`src/hdl/pts_pkg.sv`:
```
// ----------------------------------------------------------------------------
// pts_pkg
// Shared widths, codes and control/status bundles for the prime test and
// search block.
// ----------------------------------------------------------------------------
package pts_pkg;

	// operand and answer width
	localparam int VAL_W = 32;
	// trial divisor width, enough for divisors up to sqrt(2^VAL_W) plus a step
	localparam int DIV_W = VAL_W / 2 + 2;
	// running square of the trial divisor
	localparam int SQ_W = 2 * DIV_W;
	// bit-serial divider step counter
	localparam int CNT_W = $clog2(VAL_W);

	// command codes (the unused code is decoded as test)
	localparam logic [1:0] CMD_TEST = 2'd0;
	localparam logic [1:0] CMD_NEXT = 2'd1;
	localparam logic [1:0] CMD_PREV = 2'd2;

	// status codes
	localparam logic [1:0] ST_OK     = 2'd0;
	localparam logic [1:0] ST_NOPREV = 2'd1;
	localparam logic [1:0] ST_OVF    = 2'd2;

	// divisor selection for the modulo unit
	typedef enum logic {
		DIV_BYD,
		DIV_BYD2
	} div_sel_t;

	// kind of result to post
	typedef enum logic [2:0] {
		RES_PRIME,
		RES_COMP,
		RES_TWO,
		RES_NOPREV,
		RES_OVF
	} res_t;

	// controller to datapath commands
	typedef struct packed {
		logic     load;
		logic     init_d;
		logic     step_d;
		logic     step_p;
		logic     div_start;
		div_sel_t div_sel;
		logic     post;
		res_t     res;
	} ctrl_cmd_t;

	// datapath to controller status
	typedef struct packed {
		logic is_next;
		logic is_prev;
		logic v_le1;
		logic v_eq2;
		logic p_le1;
		logic p_le3;
		logic p_even;
		logic p_div3;
		logic p_top;
		logic sq_gt_p;
		logic div_done;
		logic rem_zero;
		logic out_full;
	} dp_stat_t;

endpackage

```
`src/hdl/pts_div.sv`:
```
// ----------------------------------------------------------------------------
// pts_div
// Bit-serial restoring modulo unit: one dividend bit per cycle, remainder
// ready with a one-cycle done pulse once all VAL_W dividend bits are in.
// ----------------------------------------------------------------------------
module pts_div
	import pts_pkg::*;
(
	input  logic             clk,
	input  logic             arst_n,
	input  logic             start,
	input  logic [VAL_W-1:0] dividend,
	input  logic [DIV_W-1:0] divisor,
	output logic [DIV_W-1:0] rem,
	output logic             done
);

	logic             busy_q;
	logic             done_q;
	logic [CNT_W-1:0] cnt_q;
	logic [VAL_W-1:0] dvd_q;
	logic [DIV_W-1:0] dsr_q;
	logic [DIV_W-1:0] rem_q;
	logic [DIV_W:0]   trial;
	logic [DIV_W:0]   diff;
	logic             fits;

	// shift in the next dividend bit and try one subtraction
	assign trial = {rem_q, dvd_q[VAL_W-1]};
	assign fits  = trial >= {1'b0, dsr_q};
	assign diff  = trial - {1'b0, dsr_q};

	// control of the iteration
	always_ff @(posedge clk or negedge arst_n) begin
		if (!arst_n) begin
			busy_q <= 1'b0;
			done_q <= 1'b0;
			cnt_q  <= '0;
		end else begin
			done_q <= 1'b0;
			if (start) begin
				busy_q <= 1'b1;
				cnt_q  <= '0;
			end else if (busy_q) begin
				cnt_q <= cnt_q + CNT_W'(1);
				if (cnt_q == CNT_W'(VAL_W - 1)) begin
					busy_q <= 1'b0;
					done_q <= 1'b1;
				end
			end
		end
	end

	// operand and remainder registers
	always_ff @(posedge clk) begin
		if (start) begin
			dvd_q <= dividend;
			dsr_q <= divisor;
			rem_q <= '0;
		end else if (busy_q) begin
			dvd_q <= {dvd_q[VAL_W-2:0], 1'b0};
			rem_q <= fits ? diff[DIV_W-1:0] : trial[DIV_W-1:0];
		end
	end

	assign rem  = rem_q;
	assign done = done_q;

endmodule

```
`src/hdl/pts_dp.sv`:
```
// ----------------------------------------------------------------------------
// pts_dp
// Datapath: candidate register, residue check by 3, trial divisor and its
// square, the modulo unit and the output register.
// ----------------------------------------------------------------------------
module pts_dp
	import pts_pkg::*;
(
	input  logic             clk,
	input  logic             arst_n,
	input  ctrl_cmd_t        cmd,
	input  logic [1:0]       in_cmd,
	input  logic [VAL_W-1:0] in_value,
	input  logic             out_ready,
	output logic             out_valid,
	output logic [VAL_W-1:0] out_answer,
	output logic             out_is_prime,
	output logic [1:0]       out_status,
	output dp_stat_t         stat
);

	logic [1:0]       cmd_q;
	logic             v_le1_q;
	logic             v_eq2_q;
	logic [VAL_W-1:0] p_q;
	logic [DIV_W-1:0] d_q;
	logic [SQ_W-1:0]  sq_q;
	logic [DIV_W-1:0] divisor;
	logic [DIV_W-1:0] rem;
	logic             div_done;
	logic             is_next;
	logic             is_prev;
	logic             out_valid_q;
	logic [VAL_W-1:0] answer_q;
	logic             is_prime_q;
	logic [1:0]       status_q;
	logic [16:0]      m3_a;
	logic [9:0]       m3_b;
	logic [6:0]       m3_c;
	logic [5:0]       m3_d;
	logic [4:0]       m3_e;
	logic [3:0]       m3_f;

	assign is_next = (cmd_q == CMD_NEXT);
	assign is_prev = (cmd_q == CMD_PREV);

	// operand capture and candidate stepping
	always_ff @(posedge clk) begin
		if (cmd.load) begin
			cmd_q   <= in_cmd;
			v_le1_q <= in_value <= VAL_W'(1);
			v_eq2_q <= in_value == VAL_W'(2);
			if (in_cmd == CMD_NEXT)
				p_q <= in_value | VAL_W'(1);
			else if (in_cmd == CMD_PREV && !in_value[0])
				p_q <= in_value - VAL_W'(1);
			else
				p_q <= in_value;
		end else if (cmd.step_p) begin
			if (is_next)
				p_q <= p_q + VAL_W'(2);
			else
				p_q <= p_q - VAL_W'(2);
		end
	end

	// residue by 3: fold halves, 2^16, 2^8, 2^4 and 2^2 are all 1 mod 3
	always_comb begin
		m3_a = 17'(p_q[VAL_W-1:VAL_W/2]) + 17'(p_q[VAL_W/2-1:0]);
		m3_b = 10'(m3_a[16:8]) + 10'(m3_a[7:0]);
		m3_c = 7'(m3_b[9:4]) + 7'(m3_b[3:0]);
		m3_d = 6'(m3_c[6:2]) + 6'(m3_c[1:0]);
		m3_e = 5'(m3_d[5:2]) + 5'(m3_d[1:0]);
		m3_f = 4'(m3_e[4:2]) + 4'(m3_e[1:0]);
	end

	// trial divisor 6k-1 and its square, (d+6)^2 = d^2 + 12d + 36
	always_ff @(posedge clk) begin
		if (cmd.init_d) begin
			d_q  <= DIV_W'(5);
			sq_q <= SQ_W'(25);
		end else if (cmd.step_d) begin
			d_q  <= d_q + DIV_W'(6);
			sq_q <= sq_q + SQ_W'({d_q, 3'b000}) + SQ_W'({d_q, 2'b00}) + SQ_W'(36);
		end
	end

	// divisor selection
	always_comb begin
		case (cmd.div_sel)
			DIV_BYD:  divisor = d_q;
			DIV_BYD2: divisor = d_q + DIV_W'(2);
			default:  divisor = d_q;
		endcase
	end

	pts_div u_div (
		.clk      (clk),
		.arst_n   (arst_n),
		.start    (cmd.div_start),
		.dividend (p_q),
		.divisor  (divisor),
		.rem      (rem),
		.done     (div_done)
	);

	// output register, holds one finished result
	always_ff @(posedge clk or negedge arst_n) begin
		if (!arst_n)
			out_valid_q <= 1'b0;
		else if (cmd.post)
			out_valid_q <= 1'b1;
		else if (out_ready)
			out_valid_q <= 1'b0;
	end

	always_ff @(posedge clk) begin
		if (cmd.post) begin
			case (cmd.res)
				RES_PRIME: begin
					answer_q   <= p_q;
					is_prime_q <= 1'b1;
					status_q   <= ST_OK;
				end
				RES_COMP: begin
					answer_q   <= p_q;
					is_prime_q <= 1'b0;
					status_q   <= ST_OK;
				end
				RES_TWO: begin
					answer_q   <= VAL_W'(2);
					is_prime_q <= 1'b1;
					status_q   <= ST_OK;
				end
				RES_NOPREV: begin
					answer_q   <= '0;
					is_prime_q <= 1'b0;
					status_q   <= ST_NOPREV;
				end
				RES_OVF: begin
					answer_q   <= '0;
					is_prime_q <= 1'b0;
					status_q   <= ST_OVF;
				end
				default: begin
					answer_q   <= '0;
					is_prime_q <= 1'b0;
					status_q   <= ST_OK;
				end
			endcase
		end
	end

	assign out_valid    = out_valid_q;
	assign out_answer   = answer_q;
	assign out_is_prime = is_prime_q;
	assign out_status   = status_q;

	// status back to the controller
	always_comb begin
		stat.is_next  = is_next;
		stat.is_prev  = is_prev;
		stat.v_le1    = v_le1_q;
		stat.v_eq2    = v_eq2_q;
		stat.p_le1    = p_q <= VAL_W'(1);
		stat.p_le3    = p_q <= VAL_W'(3);
		stat.p_even   = !p_q[0];
		stat.p_div3   = m3_f inside {4'd0, 4'd3, 4'd6, 4'd9};
		stat.p_top    = &p_q[VAL_W-1:1];
		stat.sq_gt_p  = sq_q > SQ_W'(p_q);
		stat.div_done = div_done;
		stat.rem_zero = (rem == '0);
		stat.out_full = out_valid_q;
	end

endmodule

```
`src/hdl/pts_ctrl.sv`:
```
// ----------------------------------------------------------------------------
// pts_ctrl
// Controller: screens the special cases, runs the trial division sequence
// over the 6k-1/6k+1 divisor pairs and steps the candidate for searches.
// ----------------------------------------------------------------------------
module pts_ctrl
	import pts_pkg::*;
(
	input  logic      clk,
	input  logic      arst_n,
	input  logic      in_valid,
	output logic      in_ready,
	input  dp_stat_t  stat,
	output ctrl_cmd_t cmd
);

	typedef enum logic [3:0] {
		S_IDLE,
		S_SCREEN,
		S_TESTP,
		S_CHK,
		S_WAITA,
		S_WAITB,
		S_COMP,
		S_DONE
	} state_t;

	state_t state_q;
	res_t   res_q;
	logic   is_test;

	assign is_test  = !stat.is_next && !stat.is_prev;
	assign in_ready = (state_q == S_IDLE);

	// state and held result kind
	always_ff @(posedge clk or negedge arst_n) begin
		if (!arst_n) begin
			state_q <= S_IDLE;
			res_q   <= RES_COMP;
		end else begin
			case (state_q)
				S_IDLE: begin
					if (in_valid)
						state_q <= S_SCREEN;
				end
				S_SCREEN: begin
					if (stat.is_next && (stat.v_le1 || stat.v_eq2)) begin
						res_q   <= RES_TWO;
						state_q <= S_DONE;
					end else if (stat.is_prev && stat.v_le1) begin
						res_q   <= RES_NOPREV;
						state_q <= S_DONE;
					end else if (stat.is_prev && stat.v_eq2) begin
						res_q   <= RES_TWO;
						state_q <= S_DONE;
					end else begin
						state_q <= S_TESTP;
					end
				end
				S_TESTP: begin
					if (stat.p_le1) begin
						state_q <= S_COMP;
					end else if (stat.p_le3) begin
						res_q   <= RES_PRIME;
						state_q <= S_DONE;
					end else if (stat.p_even || stat.p_div3) begin
						state_q <= S_COMP;
					end else begin
						state_q <= S_CHK;
					end
				end
				S_CHK: begin
					if (stat.sq_gt_p) begin
						res_q   <= RES_PRIME;
						state_q <= S_DONE;
					end else begin
						state_q <= S_WAITA;
					end
				end
				S_WAITA: begin
					if (stat.div_done)
						state_q <= stat.rem_zero ? S_COMP : S_WAITB;
				end
				S_WAITB: begin
					if (stat.div_done)
						state_q <= stat.rem_zero ? S_COMP : S_CHK;
				end
				S_COMP: begin
					if (is_test) begin
						res_q   <= RES_COMP;
						state_q <= S_DONE;
					end else if (stat.is_next && stat.p_top) begin
						res_q   <= RES_OVF;
						state_q <= S_DONE;
					end else begin
						state_q <= S_TESTP;
					end
				end
				S_DONE: begin
					if (!stat.out_full)
						state_q <= S_IDLE;
				end
				default: state_q <= S_IDLE;
			endcase
		end
	end

	// datapath commands
	always_comb begin
		cmd           = '0;
		cmd.div_sel   = DIV_BYD;
		cmd.res       = res_q;
		case (state_q)
			S_IDLE:  cmd.load = in_valid;
			S_TESTP: cmd.init_d = !stat.p_le1 && !stat.p_le3 && !stat.p_even && !stat.p_div3;
			S_CHK: begin
				cmd.div_start = !stat.sq_gt_p;
				cmd.div_sel   = DIV_BYD;
			end
			S_WAITA: begin
				cmd.div_start = stat.div_done && !stat.rem_zero;
				cmd.div_sel   = DIV_BYD2;
			end
			S_WAITB: cmd.step_d = stat.div_done && !stat.rem_zero;
			S_COMP:  cmd.step_p = !is_test && !(stat.is_next && stat.p_top);
			S_DONE:  cmd.post = !stat.out_full;
			default: cmd.load = 1'b0;
		endcase
	end

endmodule

```
`src/hdl/prime_test_and_search.sv`:
```
// ----------------------------------------------------------------------------
// prime_test_and_search
// Primality test and next/previous prime search by 6k+-1 trial division.
//
// Usage:
//   Input channel s_*: s_tdata carries the 32-bit operand, s_tuser the
//   command (test, next prime at or above, previous prime at or below;
//   the unused code tests). One transaction in gives one transaction out.
//   Output channel m_*: m_tdata carries the answer, m_tuser the prime flag
//   and the status (ok, no previous prime, next prime overflows).
//   Items are handled one at a time; s_tready is high only while idle.
//   Factors 2 and 3 are screened combinationally; each divisor pair
//   6k-1/6k+1 up to sqrt(operand) then takes up to two remainders from the
//   bit-serial modulo unit (one bit per cycle); a search repeats that per
//   odd candidate. Special cases and tests of even operands or multiples
//   of 3 post their result without using the modulo unit.
//   The finished result sits in an output register; while the receiver
//   stalls, the block holds it there and takes the next operand, but posts
//   that operand's result only once the register is free.
//   Reset clears the controller, the modulo unit's control and the output valid; no other state.
// ----------------------------------------------------------------------------
module prime_test_and_search
	import pts_pkg::*;
(
	input  logic             clk,
	input  logic             arst_n,
	input  logic             s_tvalid,
	output logic             s_tready,
	input  logic [VAL_W-1:0] s_tdata,   // [31:0] value
	input  logic [1:0]       s_tuser,   // [1:0] cmd
	output logic             m_tvalid,
	input  logic             m_tready,
	output logic [VAL_W-1:0] m_tdata,   // [31:0] answer
	output logic [2:0]       m_tuser    // [0] is_prime, [2:1] status
);

	ctrl_cmd_t  cmd;
	dp_stat_t   stat;
	logic       is_prime;
	logic [1:0] status;

	pts_ctrl u_ctrl (
		.clk      (clk),
		.arst_n   (arst_n),
		.in_valid (s_tvalid),
		.in_ready (s_tready),
		.stat     (stat),
		.cmd      (cmd)
	);

	pts_dp u_dp (
		.clk          (clk),
		.arst_n       (arst_n),
		.cmd          (cmd),
		.in_cmd       (s_tuser),
		.in_value     (s_tdata),
		.out_ready    (m_tready),
		.out_valid    (m_tvalid),
		.out_answer   (m_tdata),
		.out_is_prime (is_prime),
		.out_status   (status),
		.stat         (stat)
	);

	// pack the result flags
	assign m_tuser = {status, is_prime};

endmodule

```
`config.mk`:
```
export PLATFORM = sky130hd
export DESIGN_NAME = prime_test_and_search
export DESIGN_NICKNAME = d
export VERILOG_FILES = /design/src/hdl/pts_pkg.sv /design/src/hdl/pts_div.sv /design/src/hdl/pts_dp.sv /design/src/hdl/pts_ctrl.sv /design/src/hdl/prime_test_and_search.sv
export SDC_FILE = /design/constraint.sdc
export NUM_CORES = 1
export LEC_CHECK = 0
export BUFFER_PORTS_ARGS = -buffer_cell sky130_fd_sc_hd__buf_2
export CAP_MARGIN = 0
export CORE_MARGIN = 4
export CORE_UTILIZATION = 50
export DETAILED_ROUTE_END_ITERATION = 12
export GPL_TIMING_DRIVEN = 0
export HOLD_SLACK_MARGIN = 0.06
export PLACE_DENSITY = 0.67
export SETUP_SLACK_MARGIN = 0.15
export SYNTH_ARGS = -nofsm -noshare
export SYNTH_HDL_FRONTEND = slang
export SYNTH_SLANG_ARGS = --single-unit
```
`constraint.sdc`:
```
create_clock -name clk -period 8.49 [get_ports clk]
set_input_delay 1.2735 -clock clk [delete_from_list [all_inputs] [get_ports clk]]
set_output_delay 1.2735 -clock clk [all_outputs]
set_load 0.02 [all_outputs]
```
After elaboration in Yosys (flattened, before gate mapping)
Index checks and enable logic that the tools add are counted.
Operators by class
  $add $sub $neg: 16
  order comparisons: 5
  equal/unequal tests: 29
  multiplexer cells: 53
  bitwise operators: 1
  reductions and logical operators: 39
Operators with widths (count)
  32-bit two-way mux: 7
  32-bit by 1-bit less-or-equal comparator with 1-bit output (second input constant): 2
  32-bit case mux with 2 select lines: 1
  36-bit by 20-bit adder with 36-bit output: 1
  36-bit by 21-bit adder with 36-bit output: 1
  36-bit by 6-bit adder with 36-bit output (second input constant): 1
  36-bit by 32-bit greater-than comparator with 1-bit output: 1
  3-bit two-way mux: 12
  4-bit two-way mux: 9
  18-bit case mux with 2 select lines: 1
  32-bit by 2-bit adder with 32-bit output (second input constant): 1
  32-bit by 2-bit == test with 1-bit output (second input constant): 1
  32-bit by 2-bit less-or-equal comparator with 1-bit output (second input constant): 1
  4-bit case mux with 8 select lines: 1
  32-bit by 1-bit subtractor with 32-bit output (second input constant): 1
  32-bit by 2-bit subtractor with 32-bit output (second input constant): 1
  31-bit AND reduction: 1
  4-bit by 3-bit == test with 1-bit output (second input constant): 5
  19-bit by 18-bit >= comparator with 1-bit output: 1
  18-bit by 2-bit adder with 18-bit output (second input constant): 1
  18-bit by 3-bit adder with 18-bit output (second input constant): 1
  18-bit logical NOT: 1
  18-bit two-way mux: 1
  18-bit subtractor: 1
  36 further kinds: 89
Word-level totals
  register bits after elaboration: 208
  input port bits: 38
  output and inout port bits: 37
  word-level logic and storage cells: 161

Logic depth before layout (Yosys ltp)
  word-level depth: 13
  gate-level depth with buffers: 39
  depth with buffers taken out: 39

Modules after synthesis
From an unflattened synthesis, not the netlist that was laid out.
Unflattened totals
  cell total of the unflattened synthesis: 1652
  area total of the unflattened synthesis: 15715.1 µm²
By module, submodules not included
  pts_dp: times used 1, cells an instance 1235, area each 11185.7 µm²
  pts_div: times used 1, cells an instance 341, area each 3956.3 µm²
  pts_ctrl: times used 1, cells an instance 75, area each 565.5 µm²
  prime_test_and_search: times used 1, cells an instance 1, area each 7.5 µm²

Least setup slack after synthesis
Ideal clock, no wire load.
  path type: register to register
  from: register u_dp.p_q[1]
  to: register u_dp.d_q[10]
  library setup time: 117 ps
  arrival: 7726 ps
  required time: 8373 ps
  slack: 647 ps
  stages on the path, launching flop included: 36
  buffers on the path: 2
  clock period less this slack: 7843 ps
  cell sequence: edfxtp_1 -> ha_1 -> a21o_1 -> a21oi_1 -> o21bai_1 -> a31o_2 -> a41oi_1 -> nor2b_1 -> xnor2_1 -> ha_1 -> a211oi_1 -> nor2_1 -> o21a_1 -> nor2_1 -> xnor2_1 -> ha_1 -> a21o_1 -> a21oi_1 -> xnor2_1 -> inv_1 -> fa_1 -> xnor2_1 -> xnor2_1 -> xnor2_1 -> ha_1 -> fa_1 -> xnor2_1 -> ha_1 -> fa_1 -> xnor2_1 -> o21ai_0 -> nand3b_1 -> nor4_1 -> clkbuf_1 -> buf_2 -> nor2_1
On the way
  word-level cells in the longest chain between the ends: 11
  elaborated cells between the ends (all ways): 20
  classes of those cells: add/sub (6); order compare (2); eq/ne (3); mux (1); reduce/logical (8)
RTL lines
  start: declaration: RTL line pts_dp.sv:25  | logic [VAL_W-1:0] p_q;
  start signal: assignment: RTL line pts_dp.sv:54  | p_q <= in_value | VAL_W'(1);
  start signal: assignment: RTL line pts_dp.sv:56  | p_q <= in_value - VAL_W'(1);
  start signal: assignment: RTL line pts_dp.sv:58  | p_q <= in_value;
  16-bit by 16-bit adder with 17-bit output: RTL line pts_dp.sv:69  | m3_a = 17'(p_q[VAL_W-1:VAL_W/2]) + 17'(p_q[VAL_W/2-1:0]);
  9-bit by 8-bit adder with 10-bit output: RTL line pts_dp.sv:70  | m3_b = 10'(m3_a[16:8]) + 10'(m3_a[7:0]);
  6-bit by 4-bit adder with 7-bit output: RTL line pts_dp.sv:71  | m3_c = 7'(m3_b[9:4]) + 7'(m3_b[3:0]);
  5-bit by 2-bit adder with 6-bit output: RTL line pts_dp.sv:72  | m3_d = 6'(m3_c[6:2]) + 6'(m3_c[1:0]);
  4-bit by 2-bit adder with 5-bit output: RTL line pts_dp.sv:73  | m3_e = 5'(m3_d[5:2]) + 5'(m3_d[1:0]);
  3-bit by 2-bit adder with 4-bit output: RTL line pts_dp.sv:74  | m3_f = 4'(m3_e[4:2]) + 4'(m3_e[1:0]);
  4-bit by 2-bit == test with 1-bit output, or another cell as far along: RTL line pts_dp.sv:168  | stat.p_div3 = m3_f inside {4'd0, 4'd3, 4'd6, 4'd9};
  4-bit nonzero test: RTL line pts_dp.sv:168
  1-bit logical NOT: RTL line pts_ctrl.sv:115  | S_TESTP: cmd.init_d = !stat.p_le1 && !stat.p_le3 && !stat.p_even && !stat.p_div3;
  1-bit logical AND *: RTL line pts_ctrl.sv:115
  1-bit two-way mux *: RTL line pts_ctrl.sv:113  | case (state_q)
  end signal: assignment: RTL line pts_dp.sv:83  | d_q <= d_q + DIV_W'(6);
  end: declaration: RTL line pts_dp.sv:26  | logic [DIV_W-1:0] d_q;
Every way passes the cells marked *; elsewhere a longest branch is shown, timed or not.
A chain may end at the register's enable or synchronous reset.

Final worst setup path
  from: register u_dp.p_q[17]
  to: register u_dp.sq_q[33]
On the way
  word-level cells in the longest chain between the ends: 11
  elaborated cells between the ends (all ways): 20
  classes of those cells: add/sub (6); order compare (2); eq/ne (3); mux (1); reduce/logical (8)
RTL lines
  16-bit by 16-bit adder with 17-bit output: RTL line pts_dp.sv:69
  9-bit by 8-bit adder with 10-bit output: RTL line pts_dp.sv:70
  6-bit by 4-bit adder with 7-bit output: RTL line pts_dp.sv:71
  5-bit by 2-bit adder with 6-bit output: RTL line pts_dp.sv:72
  4-bit by 2-bit adder with 5-bit output: RTL line pts_dp.sv:73
  3-bit by 2-bit adder with 4-bit output: RTL line pts_dp.sv:74
  4-bit by 2-bit == test with 1-bit output, or another cell as far along: RTL line pts_dp.sv:168
  4-bit nonzero test: RTL line pts_dp.sv:168
  1-bit logical NOT: RTL line pts_ctrl.sv:115
  1-bit logical AND *: RTL line pts_ctrl.sv:115
  1-bit two-way mux *: RTL line pts_ctrl.sv:113
  end signal: assignment: RTL line pts_dp.sv:84  | sq_q <= sq_q + SQ_W'({d_q, 3'b000}) + SQ_W'({d_q, 2'b00}) + SQ_W'(36);
  end: declaration: RTL line pts_dp.sv:27  | logic [SQ_W-1:0] sq_q;
Marks and branches as above.

==> parameters.txt <==
Parameter                              Value

Run status
  Run status ... finished, final reports clean

Worst setup path
  CP arrival ... 8.43 ns
  R2R cell count ... 36
  Maximum fanout along the worst path ... 6
  Maximum cell stage delay along the critical path ... 0.52 ns
  Library cell contributing the largest single delay on the critical path ... sky130_fd_sc_hd__fa_1
  Critical Path Sink Type ... register
  Crit path buffers/inverters ... 7
  Kind of start point of the critical path ... register
  Req. time, crit path ... 8.95 ns
  Worst path depth ... 36
  Kind of cell adding the most delay to the critical path ... adder cells
  Worst Path Class, Setup ... register to register

Timing
  Setup-failing EPs final ... 0
  Least-Margin Pin Slew ... 1.30 ns
  Hold Slack ... 0.489 ns
  Worst relative slew slack ... 0.128
  Tmin final ... 7.97 ns
  Unrepaired setup endpoints after global routing ... no
  Final Hold Violating Endpoints ... 0
  Final setup TNS ... 0 ns
  Worst clock skew ... 0.0142 ns
  Number of max-slew violations in the final report ... 0
  Period utilization ... 0.939
  Max Freq ... 125 MHz

Flow run
  Number of max-cap violations ... 0

Detailed routing
  M1 wire length ... 17.6 mm
  Vias per std cell ... 5.89
  Total vias in the final route ... 12800
  Total length of routed wires ... 40.8 mm
  Highest Signal Layer ... met4
  Number of detailed-routing iterations run before antenna repair ... 6
  Routed Antenna Nets ... 0
  Met3 routed wirelength ... 2.36 mm
  Routed length on met2 ... 19.2 mm
  Post-route DRC violation count ... 0
  Average detailed-routed wire length per instance ... 18.8 um
  Number of DRC violations after detailed-routing iteration 0 ... 840

Synthesis
  Proportion of register bits with asynchronous set or reset after synthesis ... 0.0693
  Post-synth top area cell ... sky130_fd_sc_hd__edfxtp_1
  Number of distinct library cells after synthesis ... 88
  Number of storage elements in the synthesis netlist ... 202
  Register area share after synthesis ... 0.347
  Most used DFF post-synth ... sky130_fd_sc_hd__edfxtp_1
  Number of instances in the synthesized netlist ... 1644
  Cells taking the most area after synthesis ... sky130_fd_sc_hd__edfxtp_1 24%, sky130_fd_sc_hd__ha_1 13%, sky130_fd_sc_hd__dfxtp_1 8.9%, sky130_fd_sc_hd__xnor2_1 4.9%, sky130_fd_sc_hd__a21oi_1 4.2%
  Warning count from the yosys run ... 0
  Number of flops mapped to enable cells by yosys ... 120
  Synthesized area ... 15300 um2
  Post-synthesis average cell area ... 9.31 um2
  Synth top area share ... 0.235
  Syn nets ... 1863

Floorplan
  Die extent in y ... 183 um
  I/O pin count ... 75
  Core outline area ... 30000 um2
  Die ar. ... 33500 um2
  Die boundary width ... 183 um
  Number of cell rows ... 63
  Initial cell density of the core ... 0.511

Cells and area
  Number of cells in the finished layout apart from fillers ... 2169
  NumNets Final ... 1980
  Number of antenna repair diodes ... 0
  Number of filler instances in the final layout ... 2703
  Layout area overhead ... 12.6%
  Ratio of cells with drive above 1 in the final layout ... 0.111

Clocking
  Clk_lat worst skew ... 0.52 ns
  Maximum buffer depth of the clock tree ... 3
  Clock tree sinks ... 202
  CTS Root Buffer Type ... sky130_fd_sc_hd__clkbuf_16
  CTS tree ... done
  Clock transition at the registers of the reported paths ... 0.07 ns
  Maximum level of the CTS H-tree ... 1
  Number of buffers added by the clock tree synthesis step ... 25

Worst hold path
  Min-delay worst type ... register to register
  Cell depth of the worst hold path ... 2

Power
  Total power ... 2.16 mW
  Ratio of total power to cell area ... 125 nW/um2
  Static leakage power ... 7.09 nW
  Peak VDD IR ... 119 uV

Global route
  Number of antenna violations at the first check in global routing ... 0
  Combined global-route utilization of all metal layers ... 0.239
  Wire length of the first global-routing pass ... 64.9 mm
  Final global-route overflow total ... 0
  Via count of the first global-routing pass ... 12600
  Maximum number of pins on one net before global-route repair ... 33

Placed design
  Number of I/O port buffers ... 74
  Cell total after placement ... 2111
  Detail Placement HPWL ... 31.1 mm
  Final GP Congestion ... 0.934
[registers in the layout (all words and copies together), names as in the netlist, 2 cells and up]
register / cells
u_ctrl.res_q: 3
u_ctrl.state_q: 3
u_dp.cmd_q: 2
u_dp.d_q: 17
u_dp.out_answer: 32
u_dp.out_status: 2
u_dp.p_q: 32
u_dp.sq_q: 33
u_dp.u_div.cnt_q: 5
u_dp.u_div.dsr_q: 17
u_dp.u_div.dvd_q: 32
u_dp.u_div.rem: 18
[power by group]
group,internal (mW),total [mW],switching (mW)
sequential,1.03,1.03,0.000566
combinational,0.0137,0.0347,0.0209
clock,0.668,1.10,0.430
[worst paths after layout]
check                        startpoint                  end  slack, ns
min                        u_dp.sq_q[5]         u_dp.sq_q[5]       0.49
min in group asynchronous        arst_n  u_dp.u_div.cnt_q[2]       0.65
min reg2reg                u_dp.sq_q[5]         u_dp.sq_q[5]       0.49
max in group asynchronous        arst_n      u_ctrl.res_q[0]       7.54
max reg2reg                u_dp.p_q[17]        u_dp.sq_q[33]       0.52
max                        u_dp.p_q[17]        u_dp.sq_q[33]       0.52
[repair_timing]
| item | in CTS | in global routing |
|---|---|---|
| gates resized for setup | 9 | 19 |
| buffers inserted | 8 | 5 |
| endpoints found under the setup margin | 51 | 52 |
| pin swaps | 1 | 4 |
| hold buffers | 0 | 0 |
[cell usage in the layout, fill, tap and decap left out, types with 7 or more instances in the layout]
cell type / count
sky130_fd_sc_hd__a31oi_1: 13
sky130_fd_sc_hd__edfxtp_1: 120
sky130_fd_sc_hd__and3_1: 16
sky130_fd_sc_hd__dfxtp_1: 68
sky130_fd_sc_hd__or3_1: 18
sky130_fd_sc_hd__o21a_1: 13
sky130_fd_sc_hd__o21ai_0: 62
sky130_fd_sc_hd__clkbuf_16: 25
sky130_fd_sc_hd__o21ai_1: 15
sky130_fd_sc_hd__or4_1: 7
sky130_fd_sc_hd__buf_4: 17
sky130_fd_sc_hd__nor4_1: 26
sky130_fd_sc_hd__nor3_1: 66
sky130_fd_sc_hd__buf_2: 83
sky130_fd_sc_hd__fa_1: 24
sky130_fd_sc_hd__buf_6: 8
sky130_fd_sc_hd__dfrtp_1: 13
sky130_fd_sc_hd__nand2b_1: 15
sky130_fd_sc_hd__inv_1: 97
sky130_fd_sc_hd__nor2b_1: 13
sky130_fd_sc_hd__nand4_1: 31
sky130_fd_sc_hd__o21bai_1: 12
sky130_fd_sc_hd__a21oi_1: 125
sky130_fd_sc_hd__xnor2_1: 85
sky130_fd_sc_hd__o211ai_1: 8
sky130_fd_sc_hd__nand2_1: 125
sky130_fd_sc_hd__clkbuf_1: 31
sky130_fd_sc_hd__a211oi_1: 26
sky130_fd_sc_hd__mux2i_1: 16
sky130_fd_sc_hd__xor2_1: 62
sky130_fd_sc_hd__a21o_1: 35
sky130_fd_sc_hd__mux2_1: 32
sky130_fd_sc_hd__ha_1: 155
sky130_fd_sc_hd__nand3_1: 41
sky130_fd_sc_hd__nor2_1: 143
[cell families (layout without fill, tap and decap cells)]
group | count (synthesis) | count (layout) | synth area share
simple gates | 537 | 537 | 0.174
compound gates | 375 | 375 | 0.157
flops | 202 | 202 | 0.347
fa+ha+maj | 181 | 181 | 0.160
buf+inv | 150 | 285 | 0.0404
xor+xnor | 148 | 148 | 0.0847
mux | 51 | 51 | 0.0365
[through the flow]
stage	worst slack, ns	util	cell area [um2]
2_1_floorplan	0.647	-	15300
3_3_place_gp	-1.00	0.540	16200
3_5_place_dp	-1.19	0.541	16200
4_1_cts	0.152	0.572	17100
5_1_grt	0.116	0.575	17200
6_report	0.517	0.575	17200
[metal layers]
layer	vias up	track usage
met5	-	0
met4	0	0.0858
met3	107	0.0417
met2	376	0.410
met1	6044	0.303
li1	6242	-
[Yosys cell counts (4+ instances only)]
master                     instances
sky130_fd_sc_hd__ha_1            156
sky130_fd_sc_hd__nor2_1          143
sky130_fd_sc_hd__a21oi_1         129
sky130_fd_sc_hd__nand2_1         125
sky130_fd_sc_hd__edfxtp_1        120
sky130_fd_sc_hd__inv_1            97
sky130_fd_sc_hd__xnor2_1          86
sky130_fd_sc_hd__dfxtp_1          68
sky130_fd_sc_hd__nor3_1           67
sky130_fd_sc_hd__o21ai_0          63
sky130_fd_sc_hd__xor2_1           62
sky130_fd_sc_hd__nand3_1          41
sky130_fd_sc_hd__a21o_1           35
sky130_fd_sc_hd__mux2_1           32
sky130_fd_sc_hd__clkbuf_1         31
sky130_fd_sc_hd__nand4_1          31
sky130_fd_sc_hd__a211oi_1         28
sky130_fd_sc_hd__nor4_1           27
sky130_fd_sc_hd__fa_1             25
sky130_fd_sc_hd__or3_1            18
sky130_fd_sc_hd__and3_1           16
sky130_fd_sc_hd__mux2i_1          16
sky130_fd_sc_hd__nand2b_1         15
sky130_fd_sc_hd__nor2b_1          14
sky130_fd_sc_hd__o21ai_1          14
sky130_fd_sc_hd__a31oi_1          13
sky130_fd_sc_hd__dfrtp_1          13
sky130_fd_sc_hd__o21a_1           13
sky130_fd_sc_hd__o21bai_1         12
sky130_fd_sc_hd__buf_2            11
sky130_fd_sc_hd__o211ai_1          8
sky130_fd_sc_hd__o31ai_1           7
sky130_fd_sc_hd__or4_1             7
sky130_fd_sc_hd__and2_1            6
sky130_fd_sc_hd__nand3b_1          5
sky130_fd_sc_hd__a211o_1           4
sky130_fd_sc_hd__a211oi_2          4
sky130_fd_sc_hd__buf_6             4
sky130_fd_sc_hd__o22ai_1           4
[worst reg2reg max path: cells and delay by family (launching register included)]
family                     cells  cell delay [ns]
adders and majority gates     11             3.62
AOI/OAI and AO/OA              7             1.07
and+or+nand+nor                4             0.85
xor gates and xnor gates       7             1.08
buffers and inverters          7             0.84
DFF                            1             0.45
[layout make-up]
type	count	area [um2]	share of cell area
flip-flops and latches	202	5320	0.308
plain buffers	51	265	0.0154
clock inverters	16	184	0.0107
multi-input cells	1292	9460	0.549
well taps	390	488	0.0283
inverters	99	372	0.0216
repair buffers	90	505	0.0293
clock buffers	29	651	0.0377
(Power assumes the default switching activity.)
